**config.mk**
```make
export PLATFORM = sky130hd
export DESIGN_NAME = lru_page_replacement_flat
export DESIGN_NICKNAME = d
export VERILOG_FILES = /design/src/hw/rtl/lrup_pkg.sv /design/src/hw/rtl/lrup_if.sv /design/src/hw/rtl/lrup_cell.sv /design/src/hw/rtl/lru_page_replacement.sv /design/src/flat_wrapper.sv
export SDC_FILE = /design/constraint.sdc
export NUM_CORES = 1
export LEC_CHECK = 0
export ABC_AREA = 1
export BUFFER_PORTS_ARGS = -buffer_cell sky130_fd_sc_hd__buf_2
export CORE_MARGIN = 10
export CORE_UTILIZATION = 40
export CTS_CLUSTER_DIAMETER = 150
export CTS_CLUSTER_SIZE = 24
export DETAILED_ROUTE_END_ITERATION = 10
export PLACE_DENSITY_LB_ADDON = 0.08
export SETUP_SLACK_MARGIN = 0.3
export SYNTH_ARGS = -nofsm -noshare
export SYNTH_HDL_FRONTEND = slang
export SYNTH_SLANG_ARGS = --single-unit
export TNS_END_PERCENT = 5
```
**constraint.sdc**
```tcl
create_clock -name clk -period 7.8 [get_ports clk]
set_clock_uncertainty 0.2 [all_clocks]
set_input_delay 2.34 -clock clk [delete_from_list [all_inputs] [get_ports clk]]
set_output_delay 2.34 -clock clk [all_outputs]
set_load 0.1 [all_outputs]
```
**src/hw/rtl/lrup_pkg.sv**
```systemverilog
package lrup_pkg;

  // number of frames built into the stack
  localparam int CAPACITY = 8;

  localparam int PAGE_W  = 16;
  localparam int TOTAL_W = 32;
  localparam int SIZE_W  = 4;
  localparam int IDX_W   = (CAPACITY > 1) ? $clog2(CAPACITY) : 1;
  localparam int CNT_W   = $clog2(CAPACITY + 1);

  localparam logic [SIZE_W-1:0] SIZE_RESET = SIZE_W'(8);

  typedef enum logic {
    ST_IDLE,
    ST_LIST
  } lrup_state_t;

  // control broadcast to every cell of the stack
  typedef struct packed {
    logic              update;
    logic              hit;
    logic [PAGE_W-1:0] page;
  } lrup_cell_ctl_t;

endpackage

```
**src/hw/rtl/lrup_if.sv**
```systemverilog
interface lrup_in_if;
  logic                       valid;
  logic                       ready;
  logic [lrup_pkg::PAGE_W-1:0] page_number;

  modport source (output valid, output page_number, input ready);
  modport sink   (input valid, input page_number, output ready);
endinterface

interface lrup_out_if;
  logic                        valid;
  logic                        ready;
  logic                        was_fault;
  logic [lrup_pkg::PAGE_W-1:0]  entry_page;
  logic                        last_entry;
  logic [lrup_pkg::TOTAL_W-1:0] fault_total;

  modport source (output valid, output was_fault, output entry_page,
                  output last_entry, output fault_total, input ready);
  modport sink   (input valid, input was_fault, input entry_page,
                  input last_entry, input fault_total, output ready);
endinterface

```
**src/hw/rtl/lrup_cell.sv**
```systemverilog
module lrup_cell (
  input  logic                        clk,
  input  lrup_pkg::lrup_cell_ctl_t    ctl,
  input  logic                        is_head,
  input  logic                        held,
  input  logic                        in_range,
  input  logic [lrup_pkg::PAGE_W-1:0] prev_entry,
  input  logic                        tail_in,
  output logic                        tail_out,
  output logic [lrup_pkg::PAGE_W-1:0] entry
);

  logic match;
  logic shift;

  // match at this cell or any cell further down the stack
  assign match    = held && (entry == ctl.page);
  assign tail_out = tail_in | match;

  // hit: cells up to the hit position move down; miss: all cells of the new depth
  assign shift = ctl.update && (ctl.hit ? tail_out : in_range);

  always_ff @(posedge clk) begin
    if (shift) begin
      entry <= is_head ? ctl.page : prev_entry;
    end
  end

endmodule

```
**src/hw/rtl/lru_page_replacement.sv**
```systemverilog
// channel    dir  words per item        payload
// page_in    in   1                     page_number
// listing    out  1 .. CAPACITY         was_fault, entry_page, last_entry, fault_total
// cfg        in   write only, no wait   table_size (cfg_data)
//
// an accepted page updates the whole stack in the cycle it is taken; the listing
// then goes out one word a cycle while the sink does not stall, most recent first,
// one word per held entry (1 to CAPACITY), read through the single read port on
// the stack. a new page is taken in the cycle the last word leaves.
// rst is synchronous, active high: empties the stack, clears the fault count and
// sets table_size to 8. a stalled listing word holds until taken.
module lru_page_replacement (
  input  logic                             clk,
  input  logic                             rst,
  lrup_in_if.sink                          page_in,
  lrup_out_if.source                       listing,
  input  logic                             cfg_we,
  input  logic [lrup_pkg::SIZE_W-1:0]      cfg_data
);

  localparam int CAP = lrup_pkg::CAPACITY;

  // configuration and state
  logic [lrup_pkg::SIZE_W-1:0]  table_size;
  logic [lrup_pkg::CNT_W-1:0]   held;
  logic [lrup_pkg::CNT_W-1:0]   held_next;
  logic [lrup_pkg::TOTAL_W-1:0] fault_count;
  logic                         fault;
  logic [lrup_pkg::IDX_W-1:0]   idx;
  logic [lrup_pkg::IDX_W-1:0]   idx_next;
  lrup_pkg::lrup_state_t        state;
  lrup_pkg::lrup_state_t        state_next;

  // stack chain
  lrup_pkg::lrup_cell_ctl_t     ctl;
  logic [lrup_pkg::PAGE_W-1:0]  entry    [CAP];
  logic [CAP:0]                 tail;
  logic [CAP-1:0]               cell_held;
  logic [CAP-1:0]               cell_range;

  logic [lrup_pkg::CNT_W-1:0]   size;      // frames in use after clamping
  logic [lrup_pkg::CNT_W-1:0]   held_clip; // held count cut to the frame count
  logic [lrup_pkg::CNT_W-1:0]   held_miss; // count after a miss
  logic                         accept;
  logic                         word_done;
  logic                         at_last;
  logic                         hit;

  // frame count: zero reads as one, above capacity reads as capacity
  always_comb begin
    if (table_size == '0) begin
      size = lrup_pkg::CNT_W'(1);
    end else if (int'(table_size) > CAP) begin
      size = lrup_pkg::CNT_W'(CAP);
    end else begin
      size = lrup_pkg::CNT_W'(table_size);
    end
  end

  always_comb begin
    held_clip = (held > size) ? size : held;
    // a full table evicts the least recent entry before the push
    held_miss = (held_clip >= size) ? size : held_clip + lrup_pkg::CNT_W'(1);
  end

  // cell i takes part in the search below the clipped count, and in a miss
  // shift below the new count
  always_comb begin
    for (int i = 0; i < CAP; i++) begin
      cell_held[i]  = lrup_pkg::CNT_W'(i) < held_clip;
      cell_range[i] = lrup_pkg::CNT_W'(i) < held_miss;
    end
  end

  assign accept    = page_in.valid && page_in.ready;
  assign word_done = listing.valid && listing.ready;
  assign at_last   = (lrup_pkg::CNT_W'(idx) + lrup_pkg::CNT_W'(1)) == held;

  assign tail[CAP] = 1'b0;
  assign hit       = tail[0];

  assign ctl.update = accept;
  assign ctl.hit    = hit;
  assign ctl.page   = page_in.page_number;

  for (genvar g = 0; g < CAP; g++) begin : g_cell
    lrup_cell u_cell (
      .clk        (clk),
      .ctl        (ctl),
      .is_head    (g == 0),
      .held       (cell_held[g]),
      .in_range   (cell_range[g]),
      .prev_entry ((g == 0) ? page_in.page_number : entry[(g == 0) ? 0 : g - 1]),
      .tail_in    (tail[g+1]),
      .tail_out   (tail[g]),
      .entry      (entry[g])
    );
  end

  // page taken when idle, or as the last word of the listing leaves
  assign page_in.ready = (state == lrup_pkg::ST_IDLE) ||
                         (state == lrup_pkg::ST_LIST && at_last && listing.ready);

  // next state
  always_comb begin
    state_next = state;
    idx_next   = idx;
    case (state)
      lrup_pkg::ST_IDLE: begin
        if (accept) begin
          state_next = lrup_pkg::ST_LIST;
          idx_next   = '0;
        end
      end
      lrup_pkg::ST_LIST: begin
        if (accept) begin
          idx_next = '0;
        end else if (word_done) begin
          if (at_last) begin
            state_next = lrup_pkg::ST_IDLE;
          end else begin
            idx_next = idx + lrup_pkg::IDX_W'(1);
          end
        end
      end
      default: begin
        state_next = lrup_pkg::ST_IDLE;
      end
    endcase
  end

  // listing outputs
  always_comb begin
    listing.valid       = 1'b0;
    listing.was_fault   = fault;
    listing.entry_page  = entry[idx];
    listing.last_entry  = at_last;
    listing.fault_total = fault_count;
    case (state)
      lrup_pkg::ST_IDLE: listing.valid = 1'b0;
      lrup_pkg::ST_LIST: listing.valid = 1'b1;
      default:           listing.valid = 1'b0;
    endcase
  end

  assign held_next = hit ? held_clip : held_miss;

  always_ff @(posedge clk) begin
    if (rst) begin
      state       <= lrup_pkg::ST_IDLE;
      idx         <= '0;
      held        <= '0;
      fault_count <= '0;
      fault       <= 1'b0;
      table_size  <= lrup_pkg::SIZE_RESET;
    end else begin
      state <= state_next;
      idx   <= idx_next;
      if (cfg_we) begin
        table_size <= cfg_data;
      end
      if (accept) begin
        held  <= held_next;
        fault <= !hit;
        // saturating fault count
        if (!hit && fault_count != '1) begin
          fault_count <= fault_count + lrup_pkg::TOTAL_W'(1);
        end
      end
    end
  end

endmodule
```
**src/flat_wrapper.sv**
```systemverilog
// flat-port wrapper written by rule: the top's interface ports become plain ports
module lru_page_replacement_flat 
  (clk, rst, cfg_we, cfg_data, page_in_valid, page_in_page_number, page_in_ready, listing_valid, listing_was_fault, listing_entry_page, listing_last_entry, listing_fault_total, listing_ready);
  lrup_in_if page_in_i ();
  lrup_out_if listing_i ();
  input  logic clk;
  input  logic rst;
  input  logic cfg_we;
  input  logic [lrup_pkg::SIZE_W-1:0] cfg_data;
  input wire logic [$bits(page_in_i.valid)-1:0] page_in_valid;
  input wire logic [$bits(page_in_i.page_number)-1:0] page_in_page_number;
  output wire logic [$bits(page_in_i.ready)-1:0] page_in_ready;
  output wire logic [$bits(listing_i.valid)-1:0] listing_valid;
  output wire logic [$bits(listing_i.was_fault)-1:0] listing_was_fault;
  output wire logic [$bits(listing_i.entry_page)-1:0] listing_entry_page;
  output wire logic [$bits(listing_i.last_entry)-1:0] listing_last_entry;
  output wire logic [$bits(listing_i.fault_total)-1:0] listing_fault_total;
  input wire logic [$bits(listing_i.ready)-1:0] listing_ready;
  assign page_in_i.valid = page_in_valid;
  assign page_in_i.page_number = page_in_page_number;
  assign page_in_ready = page_in_i.ready;
  assign listing_valid = listing_i.valid;
  assign listing_was_fault = listing_i.was_fault;
  assign listing_entry_page = listing_i.entry_page;
  assign listing_last_entry = listing_i.last_entry;
  assign listing_fault_total = listing_i.fault_total;
  assign listing_i.ready = listing_ready;
  lru_page_replacement u_core (.clk(clk), .rst(rst), .page_in(page_in_i), .listing(listing_i), .cfg_we(cfg_we), .cfg_data(cfg_data));
endmodule
```
# Word level (Yosys, flattened, before mapping)
# Index checks and enable logic that the tools add are counted.
[classes] addsub=4 bitwise=9 mux=27 n_eq_ne=13 n_lt_le_gt_ge=20 reduce_logical=26
[op_table] op="$eq 16x16->1" count=8
[op_table] op="$bmux 16 s3" count=1
[op_table] op="$add 32x1->32 const B" count=1
[op_table] op="$lt 3x4->1 const A" count=8
[op_table] op="$mux 16" count=2
[op_table] op="$ne 32x32->1 const B" count=1
[op_table] op="$logic_and 1x1->1" count=21
[op_table] op="$mux 4" count=5
[op_table] op="$lt 1x4->1 const A" count=4
[op_table] op="$lt 2x4->1 const A" count=4
[op_table] op="$mux 1" count=12
[op_table] op="$mux 3" count=4
[op_table] op="$or 1x1->1" count=7
[op_table] op="$ne 3x3->1 const B" count=2
[op_table] op="$pmux 3 s2" count=1
[op_table] op="$add 3x1->4 const B" count=1
[op_table] op="$add 4x1->4 const B" count=1
[op_table] op="$eq 4x4->1" count=1
[op_table] op="$ge 4x4->1" count=1
[op_table] op="$ge 4x4->1 const B" count=1
[op_table] op="$gt 4x4->1" count=1
[op_table] op="$gt 4x4->1 const B" count=1
[op_table] op="$logic_not 4->1" count=1
[op_table] op="$not 3->4" count=1
[op_table] op="other kinds (8)" count=9
[word_totals] inputBits=25 word_cells=113 output_inout_bits=52 ff_bits=173

# Longest topological paths before layout
[logic_depth] word_depth=17 mapped_depth=28 mapped_depth_nobuf=27

# Cells and area by module
# A second synthesis with hierarchy kept.
[unflattened] hier_cells=1663 area_unflattened_um2=12084.1
[by_module_without_submodules] module="lrup_cell" n_inst=8 seq_area_each_um2=480.5 area_each_um2=972.2 cells_each=120
[by_module_without_submodules] module="lru_page_replacement" n_inst=1 seq_area_each_um2=900.9 area_each_um2=4306.6 cells_each=703

# Worst setup path after synthesis
# Ideal clock, no wire load.
[synth_path] path_kind="input to output" startpoint="input port listing_ready" endpoint="output port page_in_ready" path_slack_ns=1.589 required_time_ns=5.260 n_path_buf=0 path_stages=2 arrival_ns=3.671 path_cell_list="nor2_1 nor2_1"
[synth_via] elab_chain_len=2
[synth_rtl] item="from (decl)" line_no="flat_wrapper.sv:18" text="input wire logic [$bits(listing_i.ready)-1:0] listing_ready;"
[synth_rtl] item="$logic_and 1x1->1" line_no="lru_page_replacement.sv:102" text="(state == lrup_pkg::ST_LIST && at_last && listing.ready);"
[synth_rtl] item="$logic_or 1x1->1" line_no="lru_page_replacement.sv:101" text="assign page_in.ready = (state == lrup_pkg::ST_IDLE) ||"
[synth_rtl] item="to (decl)" line_no="flat_wrapper.sv:12" text="output wire logic [$bits(page_in_i.ready)-1:0] page_in_ready;"
# Every way passes these cells.

# Final worst setup path
[layout_path] startpoint="register u_core.idx[0] (netlist name)" endpoint="output port listing_entry_page[10]"
[layout_via] elab_chain_len=4
[layout_rtl] item="from (decl)" line_no="lru_page_replacement.sv:29" text="logic [lrup_pkg::IDX_W-1:0] idx;"
[layout_rtl] item="from (signal assigned)" line_no="lru_page_replacement.sv:158" text="idx <= idx_next;"
[layout_rtl] item="$not 3->4 (not written as such)" line_no="lru_page_replacement.sv:136" text="listing.entry_page = entry[idx];"
[layout_rtl] item="$bmux 16 s3" line_no="lru_page_replacement.sv:136"
[layout_rtl] item="$mux 16 (not written as such) (2 in series)" line_no="lru_page_replacement.sv:136"
[layout_rtl] item="to (decl)" line_no="flat_wrapper.sv:15" text="output wire logic [$bits(listing_i.entry_page)-1:0] listing_entry_page;"
# Every way passes these cells. The select of a mux whose other input is x is not followed.

==> results.toml <==
[detailed_routing]
via_per_inst = 5.24
drc_errors = 0
dr.pass1.iters = 5
dr.first_iter.drc_count = 834
wl_per_cell_um = 18.5
vias = 8444
ant_nets = 0
routed_wl_um = 29700

[logic_synthesis]
yosys-top-cells-count = "nand2_1, nor2_1, edfxtp_1"
synth_warnings = 0
synthesis.area_um2 = 10200
syn-num-nets = 1256
synth_cell_types = 42
synth_seq_cells = 173
yosysSeqAreaShare_pct = 46.7
yosysMostFrequentCell = "nand2_1"
avgSynthCellArea_um2 = 8.33
synthTopCellsByArea = "edfxtp_1, dfxtp_1, nand2_1"
synthesis.instances = 1221
synth_top_area_cell = "edfxtp_1"
synth_top_area_share_pct = 37.8
synth_edf_count = 128
ys.flop_type = "edfxtp_1"
ys_async_sr_fraction_pct = 0

[critical_path]
r2r_cells = 23
critPathMaxFanout = 60
rrSetupSlack_ns = 3.09
cp.required_ns = 5.26
timing.rr.start = "u_core.table_size[3]"
end_kind = "output port"
criticalPathCategory = "reg2out"
worstPathArrival_ns = 3.35
cp-start-kind = "flip-flop"
r2r-end = "u_core.listing.fault_total[4]"

[floorplan]
fp.coreArea_um2 = 25100
die_x_um = 179
rows = 58
initial_core_util_pct = 40.5
fp.dieH_um = 179
io_pins = 77
die-area_um2 = 32200

[power]
p_per_area_nw_per_um2 = 294
power.leakage_nw = 4.37
irDropWorstVdd_mv = 0.154
finalPower_mw = 3.34

[place]
dp_slack_ns = 1.97
hpwl_um = 21600
dpl-instance-area_um2 = 10800
gp_congestion = 0.875
port_buffers = 76

[cts]
cts.sinks = 173
numCtsBuffers = 17
postCtsResizedCells = 0
clockBufferDepth = 2
cts_root_buf = "clkbuf_16"
cts_setup_buffers = 0
h-tree-depth = 4
clk-insertion-delay-late_ns = 0.44
cts_hold_buf = 0
cts_tree = "yes"
clk_pin_slew_ns = 0.08

[timing]
setup_viol = 0
min_period_over_period_pct = 75.6
relSlewSlack_pct = 19.8
worst_slack_ns = 1.91
worst_slew_pin_slew_ns = 1.20
whs_ns = 0.261
fmax_mhz = 170
rsz0062_at_grt = "false"
fin_tns_setup_ns = 0
min_period_ns = 5.89
finalHoldViolCount = 0
slew_viol_final = 0

[cells_and_area]
diodes = 0
drive_gt1_share_pct = 11.5
final_area_um2 = 11400
area_growth_pct = 11.8
num-nets-final = 1302
fill_cells = 2537

[grt]
grt_pass1_wl_um = 46800
grt_antenna_before_repair = 0
grt_usage_pct = 18.0
first_global_vias = 7990
grt_max_degree = 61
grt-ovfl-total = 0

[run_status]
status = "finished clean"

[hold_path]
hold_depth = 2
min_to = "u_core.table_size[0]"
hold_path_class = "reg2reg"
hp-start = "u_core.table_size[0]"

[run]
maxCapViolations = 0
[logic make-up after synthesis]
logic type	count (synthesis)	synth area share, %
xor gates and xnor gates	133	11.5
and+or+nand+nor	557	24.3
adders and majority gates	10	1.23
AOI/OAI and AO/OA	194	10.0
buffers and inverters	154	6.33
DFF	173	46.7
[state kept, by name, indices dropped and copies added, names as in the netlist]
name                        count
u_core.g_cell.u_cell.entry    128
u_core.held                     4
u_core.idx                      3
u_core.listing.fault_total     32
u_core.listing.was_fault        1
u_core.state                    1
u_core.table_size               4
[where the power goes]
group	total, mW	switching, mW	internal [mW]
Sequential	1.42	0.153	1.26
Combinational	1.04	0.771	0.274
Clock	0.877	0.438	0.439
[metal layers]
metal	track usage, %	vias up	share of wire, %
li1	-	4206	-
met3	3.13	15	7.1
met1	28.1	3908	52
met4	4.00	0	0.87
met2	24.8	315	40
met5	0	-	0
[worst max-delay path: stages (launching register included)]
cell	delay (ns)
dfxtp_2	0.31
buf_4	0.53
inv_2	0.44
buf_4	0.40
o21ai_0	0.32
a21oi_1	0.18
a31oi_1	0.22
buf_2	0.47
[placed cells by master, fill, tap and decap left out, types with 2 or more instances in the layout]
cell type / instances
nand2b_1: 2
nand3b_1: 8
clkinv_8: 4
and3_1: 2
o22ai_1: 7
inv_1: 88
nand3_2: 3
buf_4: 9
o21ai_0: 84
nor4_1: 9
xor2_1: 76
or2_2: 3
a21oi_2: 3
inv_6: 2
nor2_2: 2
nand2_4: 3
o211ai_1: 3
a21oi_1: 74
nor2_1: 167
edfxtp_1: 128
xnor2_1: 57
dfxtp_1: 44
nor2b_1: 2
ha_1: 10
nand4_1: 50
nor3b_1: 3
inv_8: 6
o21ai_1: 4
nand2_1: 234
nand2_2: 6
inv_2: 7
nor3_1: 22
a31oi_1: 17
nand3_1: 36
buf_2: 76
clkbuf_16: 17
[metrics by stage]
step	instances	utilization, %
floorplan	1221	-
global placement	1578	42.8
detailed placement	1578	42.8
CTS	1610	45.2
global route	1610	45.2
finish	1610	45.2
[final cells by class]
cell class / instances / area [µm²] / share of cell area (%)
Clock buffer: 17 / 425 / 3.74
Timing Repair Buffer: 85 / 448 / 3.94
Tap cell: 330 / 413 / 3.63
Inverter: 96 / 360 / 3.17
Clock inverter: 15 / 183 / 1.61
Sequential cell: 173 / 4750 / 41.8
Multi-Input combinational cell: 894 / 4790 / 42.1
[worst max-delay path by stage]
stage	from	to	depth (start not counted)
after global routing	u_core.idx[0]	listing_entry_page[10]	7
after detailed placement	page_in_page_number[10]	u_core.g_cell[7].u_cell.entry[4]	16
after global placement	page_in_page_number[10]	u_core.g_cell[3].u_cell.entry[0]	16
final	u_core.idx[0]	listing_entry_page[10]	7
after CTS	u_core.idx[0]	listing_entry_page[10]	7
after floorplan	listing_ready	page_in_ready	2
Note: power is estimated with default switching activity, not from simulation.
